`src/sv/sorted_range_set_insert_merge_unit_defines.svh`:
```
// Assertion macros shared by the sorted range set RTL.
`ifndef SORTED_RANGE_SET_INSERT_MERGE_UNIT_DEFINES_SVH
`define SORTED_RANGE_SET_INSERT_MERGE_UNIT_DEFINES_SVH

// Same-cycle implication, disabled while reset is asserted.
`define SRSIM_ASSERT_IMP(name, clk, rst_n, ante, cons, msg) \
    name: assert property (@(posedge clk) disable iff (!rst_n) (ante) |-> (cons)) \
        else $error(msg);

// Next-cycle implication, disabled while reset is asserted.
`define SRSIM_ASSERT_NXT(name, clk, rst_n, ante, cons, msg) \
    name: assert property (@(posedge clk) disable iff (!rst_n) (ante) |=> (cons)) \
        else $error(msg);

`endif

```
`src/sv/srsim_pkg.sv`:
```
// Shared constants and types for the sorted range set unit.
package srsim_pkg;

    localparam int TABLE_DEPTH_DEF = 16;
    localparam int VALUE_BITS_DEF  = 16;

    localparam int FIELD_BITS = 16;
    localparam int INDEX_BITS = 4;
    localparam int COUNT_BITS = 5;

    typedef enum logic [0:0] {
        FN_INSERT = 1'b0,
        FN_READ   = 1'b1
    } t_func;

    typedef enum logic [1:0] {
        ST_OK    = 2'd0,
        ST_FULL  = 2'd1,
        ST_ORDER = 2'd2,
        ST_INDEX = 2'd3
    } t_status;

    typedef enum logic [2:0] {
        S_IDLE,
        S_SCAN,
        S_MERGE_WR,
        S_READ,
        S_DONE
    } t_state;

endpackage

```
`src/sv/srsim_ram.sv`:
```
// Generic single-write, single-read RAM with registered read data.
module srsim_ram #(
    parameter int WIDTH = 32,
    parameter int DEPTH = 32
) (
    input  logic                     i_clk,
    input  logic                     i_wr_en,
    input  logic [$clog2(DEPTH)-1:0] i_wr_addr,
    input  logic [WIDTH-1:0]         i_wr_data,
    input  logic [$clog2(DEPTH)-1:0] i_rd_addr,
    output logic [WIDTH-1:0]         o_rd_data
);

    logic [WIDTH-1:0] r_mem [DEPTH];
    logic [WIDTH-1:0] r_rd_data;

    always_ff @(posedge i_clk) begin
        if (i_wr_en) begin
            r_mem[i_wr_addr] <= i_wr_data;
        end
        r_rd_data <= r_mem[i_rd_addr];
    end

    assign o_rd_data = r_rd_data;

endmodule

```
`src/sv/sorted_range_set_insert_merge_unit.sv`:
```
// Sorted range set: inserts a range, merges it with its neighbors, reads entries back.
//
// Input channel (i_in_valid / o_in_stall): one transfer carries func, range_start,
// range_end and read_index. Output channel (o_out_valid / i_out_stall): one result
// per input item with entry_start, entry_end, range_count and status.
// The table is kept in a RAM with two banks. An insert walks the n stored ranges of
// the active bank once, one RAM read and one compare/merge step per cycle, writing
// the compacted table into the other bank; the banks swap unless the table would
// overflow, in which case the insert is dropped with a full status.
// An insert walks at most TABLE_DEPTH stored ranges; a bad range or index goes
// straight to the result with no scan or read step.
// The rate is set by the single RAM read port, which delivers one stored range a
// cycle; the next item can be taken in the cycle after the result is loaded.
// The result register frees the sequencer: a new item is taken while the previous
// result waits. A result is only loaded when the register is empty or being taken,
// so a stalled receiver holds the result stable and eventually stalls the input.
// Reset (synchronous, active low) empties the table and the result register; the
// RAM contents need no clearing since only entries below the count are read.
`include "sorted_range_set_insert_merge_unit_defines.svh"

module sorted_range_set_insert_merge_unit #(
    parameter int TABLE_DEPTH = srsim_pkg::TABLE_DEPTH_DEF,
    parameter int VALUE_BITS  = srsim_pkg::VALUE_BITS_DEF
) (
    input  logic                              i_clk,
    input  logic                              i_rst_n,
    input  logic                              i_in_valid,
    output logic                              o_in_stall,
    input  logic                              i_func,
    input  logic [srsim_pkg::FIELD_BITS-1:0]  i_range_start,
    input  logic [srsim_pkg::FIELD_BITS-1:0]  i_range_end,
    input  logic [srsim_pkg::INDEX_BITS-1:0]  i_read_index,
    output logic                              o_out_valid,
    input  logic                              i_out_stall,
    output logic [srsim_pkg::FIELD_BITS-1:0]  o_entry_start,
    output logic [srsim_pkg::FIELD_BITS-1:0]  o_entry_end,
    output logic [srsim_pkg::COUNT_BITS-1:0]  o_range_count,
    output srsim_pkg::t_status                o_status
);
    import srsim_pkg::*;

    localparam int IW   = $clog2(TABLE_DEPTH);
    localparam int CNW  = $clog2(TABLE_DEPTH + 1);
    localparam int SW   = CNW + 1;
    localparam int CMPW = (CNW > INDEX_BITS) ? CNW : INDEX_BITS;
    localparam int VW   = VALUE_BITS;
    localparam int XW   = VALUE_BITS + 1;
    // Each bank spans the full index space so {bank, index} stays in range.
    localparam int TBL_WORDS = 2 * (1 << IW);

    t_state         r_state, n_state;
    logic           r_bank;
    logic [CNW-1:0] r_count;
    logic [IW-1:0]  r_idx;
    logic [CNW-1:0] r_nb;
    logic [CNW-1:0] r_na;
    logic [VW-1:0]  r_ns;
    logic [VW-1:0]  r_ne;
    logic [VW-1:0]  r_res_s;
    logic [VW-1:0]  r_res_e;
    t_status        r_res_st;

    logic                  r_out_valid;
    logic [FIELD_BITS-1:0] r_out_s;
    logic [FIELD_BITS-1:0] r_out_e;
    logic [COUNT_BITS-1:0] r_out_cnt;
    t_status               r_out_st;

    logic [VW-1:0]   w_in_s;
    logic [VW-1:0]   w_in_e;
    logic            w_take;
    logic            w_out_free;
    logic            w_idx_ok;
    logic            w_order_bad;
    logic [2*VW-1:0] w_rd_data;
    logic [VW-1:0]   w_os;
    logic [VW-1:0]   w_oe;
    logic            w_before;
    logic            w_after;
    logic            w_last;
    logic [SW-1:0]   w_slot;
    logic            w_full;

    logic            w_wr_en;
    logic [IW-1:0]   w_wr_idx;
    logic [2*VW-1:0] w_wr_data;
    logic [IW-1:0]   w_rd_idx;

    // Cut incoming bounds to the stored value width.
    assign w_in_s = VW'(i_range_start);
    assign w_in_e = VW'(i_range_end);

    assign w_take      = i_in_valid && !o_in_stall;
    assign w_out_free  = !r_out_valid || !i_out_stall;
    assign w_idx_ok    = CMPW'(i_read_index) < CMPW'(r_count);
    assign w_order_bad = w_in_s > w_in_e;

    assign w_os = w_rd_data[2*VW-1:VW];
    assign w_oe = w_rd_data[VW-1:0];

    // Shared compare unit: classify the stored range against the growing merged range.
    assign w_before = ({1'b0, w_oe} + XW'(1)) < {1'b0, r_ns};
    assign w_after  = {1'b0, w_os} > ({1'b0, r_ne} + XW'(1));
    assign w_last   = (CNW'(r_idx) + CNW'(1)) == r_count;
    assign w_slot   = SW'(r_nb) + SW'(1) + SW'(r_na);
    assign w_full   = w_slot > SW'(TABLE_DEPTH);

    srsim_ram #(
        .WIDTH (2 * VW),
        .DEPTH (TBL_WORDS)
    ) u_table (
        .i_clk     (i_clk),
        .i_wr_en   (w_wr_en),
        .i_wr_addr ({~r_bank, w_wr_idx}),
        .i_wr_data (w_wr_data),
        .i_rd_addr ({r_bank, w_rd_idx}),
        .o_rd_data (w_rd_data)
    );

    always_comb begin
        n_state = r_state;
        unique case (r_state)
            S_IDLE: begin
                if (w_take) begin
                    if (i_func == FN_READ) begin
                        n_state = w_idx_ok ? S_READ : S_DONE;
                    end else if (w_order_bad) begin
                        n_state = S_DONE;
                    end else if (r_count == '0) begin
                        n_state = S_MERGE_WR;
                    end else begin
                        n_state = S_SCAN;
                    end
                end
            end
            S_SCAN: begin
                if (w_last) begin
                    n_state = S_MERGE_WR;
                end
            end
            S_MERGE_WR: n_state = S_DONE;
            S_READ:     n_state = S_DONE;
            S_DONE: begin
                if (w_out_free) begin
                    n_state = S_IDLE;
                end
            end
            default:    n_state = S_IDLE;
        endcase
    end

    always_comb begin
        o_in_stall = (r_state != S_IDLE);
        w_wr_en    = 1'b0;
        w_wr_idx   = IW'(r_nb);
        w_wr_data  = w_rd_data;
        // Read one entry ahead of the one being compared.
        w_rd_idx   = r_idx + IW'(1);
        unique case (r_state)
            S_IDLE: begin
                w_rd_idx = (i_func == FN_READ) ? IW'(i_read_index) : '0;
            end
            S_SCAN: begin
                if (w_before) begin
                    w_wr_en = 1'b1;
                end else if (w_after) begin
                    // Drop writes past the end; the insert is flagged full anyway.
                    w_wr_en  = w_slot < SW'(TABLE_DEPTH);
                    w_wr_idx = IW'(w_slot);
                end
            end
            S_MERGE_WR: begin
                w_wr_en   = !w_full;
                w_wr_data = {r_ns, r_ne};
            end
            S_READ, S_DONE: begin
                w_wr_en = 1'b0;
            end
            default: begin
                w_wr_en = 1'b0;
            end
        endcase
    end

    always_ff @(posedge i_clk) begin
        if (!i_rst_n) begin
            r_state     <= S_IDLE;
            r_bank      <= 1'b0;
            r_count     <= '0;
            r_out_valid <= 1'b0;
        end else begin
            r_state <= n_state;
            if (r_state == S_MERGE_WR && !w_full) begin
                r_bank  <= ~r_bank;
                r_count <= CNW'(w_slot);
            end
            if (r_state == S_DONE && w_out_free) begin
                r_out_valid <= 1'b1;
            end else if (!i_out_stall) begin
                r_out_valid <= 1'b0;
            end
        end
    end

    always_ff @(posedge i_clk) begin
        unique case (r_state)
            S_IDLE: begin
                if (w_take) begin
                    r_ns    <= w_in_s;
                    r_ne    <= w_in_e;
                    r_idx   <= '0;
                    r_nb    <= '0;
                    r_na    <= '0;
                    r_res_s <= '0;
                    r_res_e <= '0;
                    if (i_func == FN_READ) begin
                        r_res_st <= w_idx_ok ? ST_OK : ST_INDEX;
                    end else begin
                        r_res_st <= w_order_bad ? ST_ORDER : ST_OK;
                    end
                end
            end
            S_SCAN: begin
                r_idx <= r_idx + IW'(1);
                if (w_before) begin
                    r_nb <= r_nb + CNW'(1);
                end else if (w_after) begin
                    r_na <= r_na + CNW'(1);
                end else begin
                    // Absorb the overlapping or touching range.
                    if (w_os < r_ns) begin
                        r_ns <= w_os;
                    end
                    if (w_oe > r_ne) begin
                        r_ne <= w_oe;
                    end
                end
            end
            S_MERGE_WR: begin
                if (w_full) begin
                    r_res_st <= ST_FULL;
                end else begin
                    r_res_s <= r_ns;
                    r_res_e <= r_ne;
                end
            end
            S_READ: begin
                r_res_s <= w_os;
                r_res_e <= w_oe;
            end
            S_DONE: begin
                if (w_out_free) begin
                    r_out_s   <= FIELD_BITS'(r_res_s);
                    r_out_e   <= FIELD_BITS'(r_res_e);
                    r_out_cnt <= COUNT_BITS'(r_count);
                    r_out_st  <= r_res_st;
                end
            end
            default: begin
                r_idx <= r_idx;
            end
        endcase
    end

    assign o_out_valid   = r_out_valid;
    assign o_entry_start = r_out_s;
    assign o_entry_end   = r_out_e;
    assign o_range_count = r_out_cnt;
    assign o_status      = r_out_st;

    `SRSIM_ASSERT_IMP(a_count_bound, i_clk, i_rst_n, 1'b1, r_count <= CNW'(TABLE_DEPTH), "stored count exceeds table depth")
    `SRSIM_ASSERT_IMP(a_err_zero, i_clk, i_rst_n, o_out_valid && (o_status != ST_OK), (o_entry_start == '0) && (o_entry_end == '0), "error result carries a nonzero range")
    `SRSIM_ASSERT_IMP(a_bank_swap, i_clk, i_rst_n, $past(i_rst_n) && (r_bank != $past(r_bank)), $past(r_state) == S_MERGE_WR, "bank swapped outside merge write")
    `SRSIM_ASSERT_NXT(a_take_busy, i_clk, i_rst_n, (r_state == S_IDLE) && i_in_valid, r_state != S_IDLE, "sequencer stayed idle after a transfer")

endmodule
```
`config.mk`:
```
export PLATFORM = sky130hd
export DESIGN_NAME = sorted_range_set_insert_merge_unit
export DESIGN_NICKNAME = d
export VERILOG_FILES = /design/src/sv/srsim_pkg.sv /design/src/sv/srsim_ram.sv /design/src/sv/sorted_range_set_insert_merge_unit.sv
export VERILOG_INCLUDE_DIRS = /design/src /design/src/sv
export SDC_FILE = /design/constraint.sdc
export NUM_CORES = 2
export LEC_CHECK = 0
export BUFFER_PORTS_ARGS = -buffer_cell sky130_fd_sc_hd__buf_2
export CELL_PAD_IN_SITES_DETAIL_PLACEMENT = 1
export CELL_PAD_IN_SITES_GLOBAL_PLACEMENT = 1
export CORE_ASPECT_RATIO = 1.4
export CORE_UTILIZATION = 45
export CTS_BUF_LIST = sky130_fd_sc_hd__clkbuf_8
export CTS_CLUSTER_SIZE = 25
export DETAILED_ROUTE_END_ITERATION = 12
export PLACE_DENSITY = 0.65
export SETUP_SLACK_MARGIN = 0.4
export SYNTH_ARGS = -nofsm -noshare
export SYNTH_HDL_FRONTEND = slang
export SYNTH_HIERARCHICAL = 1
export SYNTH_SLANG_ARGS = --single-unit
export TNS_END_PERCENT = 1
```
`constraint.sdc`:
```
create_clock -name i_clk -period 11.7 [get_ports i_clk]
set_input_delay 0.585 -clock i_clk [delete_from_list [all_inputs] [get_ports i_clk]]
set_output_delay 0.585 -clock i_clk [all_outputs]
set_load 0.02 [all_outputs]
```
# Word level (Yosys, flattened, before mapping)
# Memory sizes are Yosys's and may differ from the RTL's. A register that Yosys moved wholly into a read port is not among the register bits.
# Index checks and enable logic that the tools add are counted.
[totals] out_inout_bits=41 elab_cells=125 reg_bits=129 memories=1 in_bits=41 ram_bits=1024
[mem_list] memory="u_table.r_mem" words=32 word_bits=32 rd=1 rd_clocked_by_memory_dff=1 write_ports=1 line="srsim_ram.sv:14" rtl="logic [WIDTH-1:0] r_mem [DEPTH];"
[op_classes] n_lt_le_gt_ge=8 n_eq_ne=17 muxes=50 n_bitwise=1 reduce_logical=24 add_sub_neg=8
[op_table] operator="2-to-1 mux 16 bit" count=11
[op_table] operator="case mux 16 bit (3 select lines)" count=2
[op_table] operator="case mux 16 bit (2 select lines)" count=2
[op_table] operator="adder 16 x 1 -> 17 bit, second input constant" count=2
[op_table] operator="> comparator 16 bit" count=2
[op_table] operator="2-to-1 mux 32 bit" count=1
[op_table] operator="2-to-1 mux 4 bit" count=6
[op_table] operator="inequality test 2 bit, second input constant" count=11
[op_table] operator="2-to-1 mux 5 bit" count=4
[op_table] operator="case mux 5 bit (2 select lines)" count=2
[op_table] operator="2-to-1 mux 3 bit" count=6
[op_table] operator="> comparator 16 x 17 -> 1 bit" count=1
[op_table] operator="less-than comparator 17 x 16 -> 1 bit" count=1
[op_table] operator="less-than comparator 16 bit" count=1
[op_table] operator="2-to-1 mux 2 bit" count=6
[op_table] operator="case mux 3 bit (4 select lines)" count=1
[op_table] operator="AND reduction 3 bit" count=4
[op_table] operator="adder 5 x 1 -> 5 bit, second input constant" count=2
[op_table] operator="AND reduction 5 bit" count=2
[op_table] operator="case mux 4 bit (2 select lines)" count=1
[op_table] operator="adder 5 x 1 -> 6 bit, second input constant" count=1
[op_table] operator="adder 6 x 5 -> 6 bit" count=1
[op_table] operator="== test 3 x 2 -> 1 bit, second input constant" count=2
[op_table] operator="> comparator 6 x 5 -> 1 bit, second input constant" count=1
[op_table] operator="other kinds (22)" count=35

# Longest topological paths before layout
[depth] ltp_word=8 depth_mapped=16 mapped_depth_nobuf=16

# Cells and area by module
# The synthesis kept the hierarchy.
[modules_own_cells] mod="srsim_ram" area_each_um2=40492.6 seq_area_each_um2=31390.1 n_inst=1 cells_each=2260
[modules_own_cells] mod="sorted_range_set_insert_merge_unit" area_each_um2=8419.3 seq_area_each_um2=3773.6 n_inst=1 cells_each=813

# Least setup slack after synthesis
# Ideal clock, no wire load.
[synth_path] path_kind="flip-flop to flip-flop" startpoint="reg u_table.r_rd_data[6], in the netlist u_table/o_rd_data[6], read port of u_table.r_mem" endpoint="mem u_table.r_mem[20][0] (enable)" setup_ps=421 stages_incl_launch_ff=15 required_time_ps=11279 arrival_ps=4940 slack_ps=6339 cell_sequence="dfxtp_1 > clkbuf_1 > nand3_1 > or4_1 > nor2_1 > nand3_1 > xnor2_1 > ha_1 > a21o_1 > a221o_2 > o211ai_4 > mux2_2 > or3b_2 > clkbuf_1 > nor2_1"
[synth_via] elab_cells_between_ends=8 cone_classes="1 x add/sub; 1 x order compare; 6 x mux"
[synth_lines] element="from (decl)" line="srsim_ram.sv:15" rtl="logic [WIDTH-1:0] r_rd_data;"
[synth_lines] element="adder 16 x 1 -> 17 bit" line="sorted_range_set_insert_merge_unit.sv:102" rtl="assign w_before = ({1'b0, w_oe} + XW'(1)) < {1'b0, r_ns};"
[synth_lines] element="less-than comparator 17 x 16 -> 1 bit" line="sorted_range_set_insert_merge_unit.sv:102"
[synth_lines] element="2-to-1 mux 4 bit" line="sorted_range_set_insert_merge_unit.sv:164" rtl="if (w_before) begin"
[synth_lines] element="2-to-1 mux 4 bit" line="sorted_range_set_insert_merge_unit.sv:159" rtl="unique case (r_state)"
[synth_lines] element="net w_wr_idx[1]" line="sorted_range_set_insert_merge_unit.sv:85" rtl="logic [IW-1:0] w_wr_idx;"
[synth_lines] element="to (decl)" line="srsim_ram.sv:14"
# The timed path passes the listed nets, and every way through them passes these cells.

# Final worst setup path
[layout_path] startpoint="reg u_table.r_rd_data[1], in the netlist u_table/o_rd_data[1], read port of u_table.r_mem" endpoint="mem u_table.r_mem[17][15] (enable)"
[layout_via] elab_chain_len=6 elab_cells_between_ends=8 cone_classes="1 x add/sub; 1 x order compare; 6 x mux"
[layout_rtl] element="adder 16 x 1 -> 17 bit" line="sorted_range_set_insert_merge_unit.sv:102"
[layout_rtl] element="less-than comparator 17 x 16 -> 1 bit" line="sorted_range_set_insert_merge_unit.sv:102"
[layout_rtl] element="2-to-1 mux 1 bit" line="sorted_range_set_insert_merge_unit.sv:164"
[layout_rtl] element="case mux 1 bit (2 select lines)" line="sorted_range_set_insert_merge_unit.sv:159"
[layout_rtl] element="net w_wr_en" line="sorted_range_set_insert_merge_unit.sv:84" rtl="logic w_wr_en;"
[layout_rtl] element="2-to-1 mux 1 bit" line="srsim_ram.sv:18" rtl="if (i_wr_en) begin"
[layout_rtl] element="2-to-1 mux 1 bit (implied by the code)" line="srsim_ram.sv:19" rtl="r_mem[i_wr_addr] <= i_wr_data;"
# The timed path passes the listed nets, and every way through them passes these cells.

==> metrics.txt <==
CTS tree=built; router iterations before antenna repair=5; Leakage=0.0190 uW; cells on worst reg2reg path=15; root buffer cell=clkbuf_8; hold path endpoint=r_ns[12]; TNS Setup=0 ns; synth unique cells=66; CP max-delay cell=nor2_4; # IOs=a little over 80; r2r endpoint=u_table/r_mem[17][15]; Die Wd=around 280 microns; startpoint types=flop; mapped cell area=about 50,000 sq um; Num CTS Buffers=around 180; GRT overflow=0; Bufs and invs on worst path=0; largest net degree at the start of global routing=between 100 and 150; CTS Sinks=~1,200; max incr delay on CP=between 1 and 1.5 ns; Tot GR Track Use=about 25%; Post-Route WL=135 mm; Setup crit end kind=flop; DR iter-0 viols=approximately 1,700; core area=about 110,000 sq um; Die ar.=around 110,000 sq um; Max IR drop VDD=approximately 0.43 mV; worst slew pin tran=around 1.2 ns; drt drc=0; first-pass GRT wire length=between 150 and 200 mm; Via density=approximately 5.7; post-layout net count=3,351; reg-to-reg critical path startpoint=u_table/o_rd_data[1]; Synth Flop Type=edfxtp_1; Post-CTS Setup Inserts=0; Mapped Avg Cell Area=15.9 sq um; period utilization=a little over half; Pins Over Slew Limit=0; Initial Util=45.6%; total number of vias=roughly 28,000; Final Wtd Congestion=slightly below 0.9; status=finished, final reports clean; CTS max path bufs=3; dpl ws=~5.5 ns; Syn Nets=about 3,200; Worst EP required=between 10 and 15 ns; initial antenna violation count=3; CTS H-tree lvls=4; largest delay contributor family on the critical path=simple AND/OR/NAND/NOR gates; worst-path cell chain=ha_1 > nand2_1 > or3_4 > nor2_1 > nand2_1 > xnor2_1 > ha_1 > a21oi_1 > o21a_1 > o2111a_1 > a211oi_2 > nor3_1 > a211o_1 > nand3b_1 > nor2_4; share of synthesized registers carrying an async set or reset=0%; Worst EP arrival=roughly 6.7 ns; clock latency at the later pin of the worst-skew pair=approximately 0.88 ns; layout cells sized above 1=between 10% and 20%; Yosys reg bits=1,185; max_slew headroom=between 15 and 20%; Max FO, Critical Path=32; max cap viols=0; DIE HEIGHT=between 300 and 400 microns; worst hold start=i_range_start[12]; Tmin final=~6.3 ns; Worst Setup Slack, final=roughly 5.4 ns; placed cell count=~4,500; Layout area overhead=11.0%; clock skew=roughly 0.053 ns; Antenna Nets Post-Route=0; IO buf count=81; DPL Wire Length=86.9 mm; vias in the first global route=29,900; hold slack=around 0.088 ns; R2R setup slack=approximately 5.4 ns; Worst-path clk slew=0.06 ns; Setup CP Type=flop to flop; Pwr per Cell Area=301 nW/um^2; setup violators final=0; Post-synth EDFFs=1,143; Hold Path Class=input port to flop; Final Power=16,300 uW; Hold Path Depth=3; Synthesis Warnings=6; Final Hold Fails=0; Synth Instances=3,073; Row Count=between 100 and 150; Max Fclk=about 160 MHz; unrepaired setup endpoints after global routing=false; post-route insts no fill=4,800; sequential fraction of the synthesis area=approximately 72%; routed len/inst=28.1 microns
==> registers in the layout (all words and copies together) (netlist names) <==
signal             cells
r_idx                  4
o_entry_start         16
r_res_st               2
o_range_count          5
r_res_s               16
r_bank                 1
o_out_valid            1
u_table/r_mem       1024
o_status               2
r_count                5
u_table/o_rd_data     32
r_res_e               16
r_nb                   5
r_state                3
r_ne                  16
o_entry_end           16
r_na                   5
r_ns                  16
==> cell usage in the layout (no fill, tap or decap), drive strengths merged, types with 6 or more instances in the layout <==
| master | count |
|---|---|
| xnor2 | 31 |
| o21ai | 40 |
| nand3b | 6 |
| clkbuf | 190 |
| nor2b | 11 |
| dlygate4sd3 | 10 |
| nor2 | 98 |
| nand4 | 18 |
| nor3 | 38 |
| a21oi | 131 |
| edfxtp | 1143 |
| a21o | 12 |
| nand3 | 125 |
| ha | 91 |
| dfxtp | 42 |
| buf | 112 |
| inv | 124 |
| a22o | 64 |
| a31oi | 34 |
| a22oi | 96 |
| mux2i | 551 |
| xor2 | 11 |
| mux2 | 31 |
| nand2 | 199 |
| nand2b | 6 |
| clkinv | 66 |
==> power breakdown <==
group          internal [uW]  switching (uW)
Sequential              5860             345
Clock                   1590            1590
Combinational           2110            4840
Total                   9550            6780
==> area by class of cell <==
class | count | area [sq um]
fillers | 10300 | 53000
flip-flops and latches | 1185 | 35200
multi-input cells | 1662 | 13000
clock buffers | 190 | 2620
well taps | 1440 | 1800
repair buffers | 122 | 813
clock inverters | 129 | 671
inverters | 70 | 263
diodes | 2 | 5.00
==> worst max path at each step <==
stage / start / endpoint / slack [ns] / cells past startpoint
2_1_floorplan: u_table/o_rd_data[6] / u_table/r_mem[20][0] / 6.34 / 14
3_5_place_dp: u_table/o_rd_data[1] / u_table/r_mem[17][0] / 5.51 / 15
3_3_place_gp: u_table/o_rd_data[1] / u_table/r_mem[19][14] / 5.64 / 15
5_1_grt: r_ne[0] / u_table/r_mem[17][15] / 5.13 / 13
6_report: u_table/o_rd_data[1] / u_table/r_mem[17][15] / 5.44 / 15
4_1_cts: u_table/o_rd_data[1] / u_table/r_mem[17][15] / 5.42 / 15
==> worst reg2reg max path: cells and delay by family, from the launching register on <==
family	cells	cell delay, ns
AOI/OAI and AO/OA	5	1.01
xor gates and xnor gates	1	0.15
adders and majority gates	2	0.56
DFF	1	0.41
and+or+nand+nor	7	3.67
==> metal layers <==
metal  vias up  GRT usage (%)  wire (microns)
li1      12200              -               -
met1     14300           27.8           51300
met2       735           45.4           72200
met3       256           4.10            5620
met4         0           11.4            5920
met5         -              0               0
==> Yosys cell counts (6+ instances only) <==
master / count / share of area, %
buf_6: 16 / 0.37
o21ai_0: 39 / 0.40
mux2i_1: 551 / 11
mux2_2: 31 / 0.71
buf_1: 8 / 0.061
buf_4: 34 / 0.52
clkbuf_1: 61 / 0.47
nor3_1: 38 / 0.39
nor2_1: 98 / 0.75
a22o_1: 64 / 1.1
a31oi_1: 34 / 0.43
nand4_1: 18 / 0.23
nand3_1: 125 / 1.3
dfxtp_1: 42 / 1.7
a21o_1: 12 / 0.18
a22oi_1: 96 / 1.5
edfxtp_1: 1143 / 70
nand2_1: 199 / 1.5
ha_1: 91 / 2.3
nor2b_1: 11 / 0.14
buf_2: 34 / 0.35
a21oi_1: 130 / 1.3
inv_1: 69 / 0.53
nand3b_1: 6 / 0.092
nand2b_1: 6 / 0.077
xor2_1: 11 / 0.20
xnor2_1: 31 / 0.56
==> timing repair <==
| item | in CTS | in global routing |
|---|---|---|
| resized for setup | 0 | 0 |
| hold buffers | 10 | 0 |
| hold endpoints to repair | 10 | 0 |
==> through the flow <==
step | cell area (sq um) | util, %
2_1_floorplan | 48900 | -
3_3_place_gp | 50900 | 47.4
3_5_place_dp | 50900 | 47.4
4_1_cts | 54300 | 50.6
5_1_grt | 54300 | 50.6
6_report | 54300 | 50.6
==> kinds of logic (layout without fill, tap and decap cells) <==
group	count (synthesis)	count (layout)	synth area share [%]
buffers and inverters	226	511	2.35
AND/OR/NAND/NOR	530	530	4.92
other	0	2	0
adder cells (fa/ha/maj)	92	92	2.37
flip-flops	1185	1185	71.9
XOR/XNOR	42	42	0.752
AO/OA/AOI/OAI	416	416	5.73
multiplexers	582	582	12.0
No activity file was read; power rests on OpenSTA's default activity.
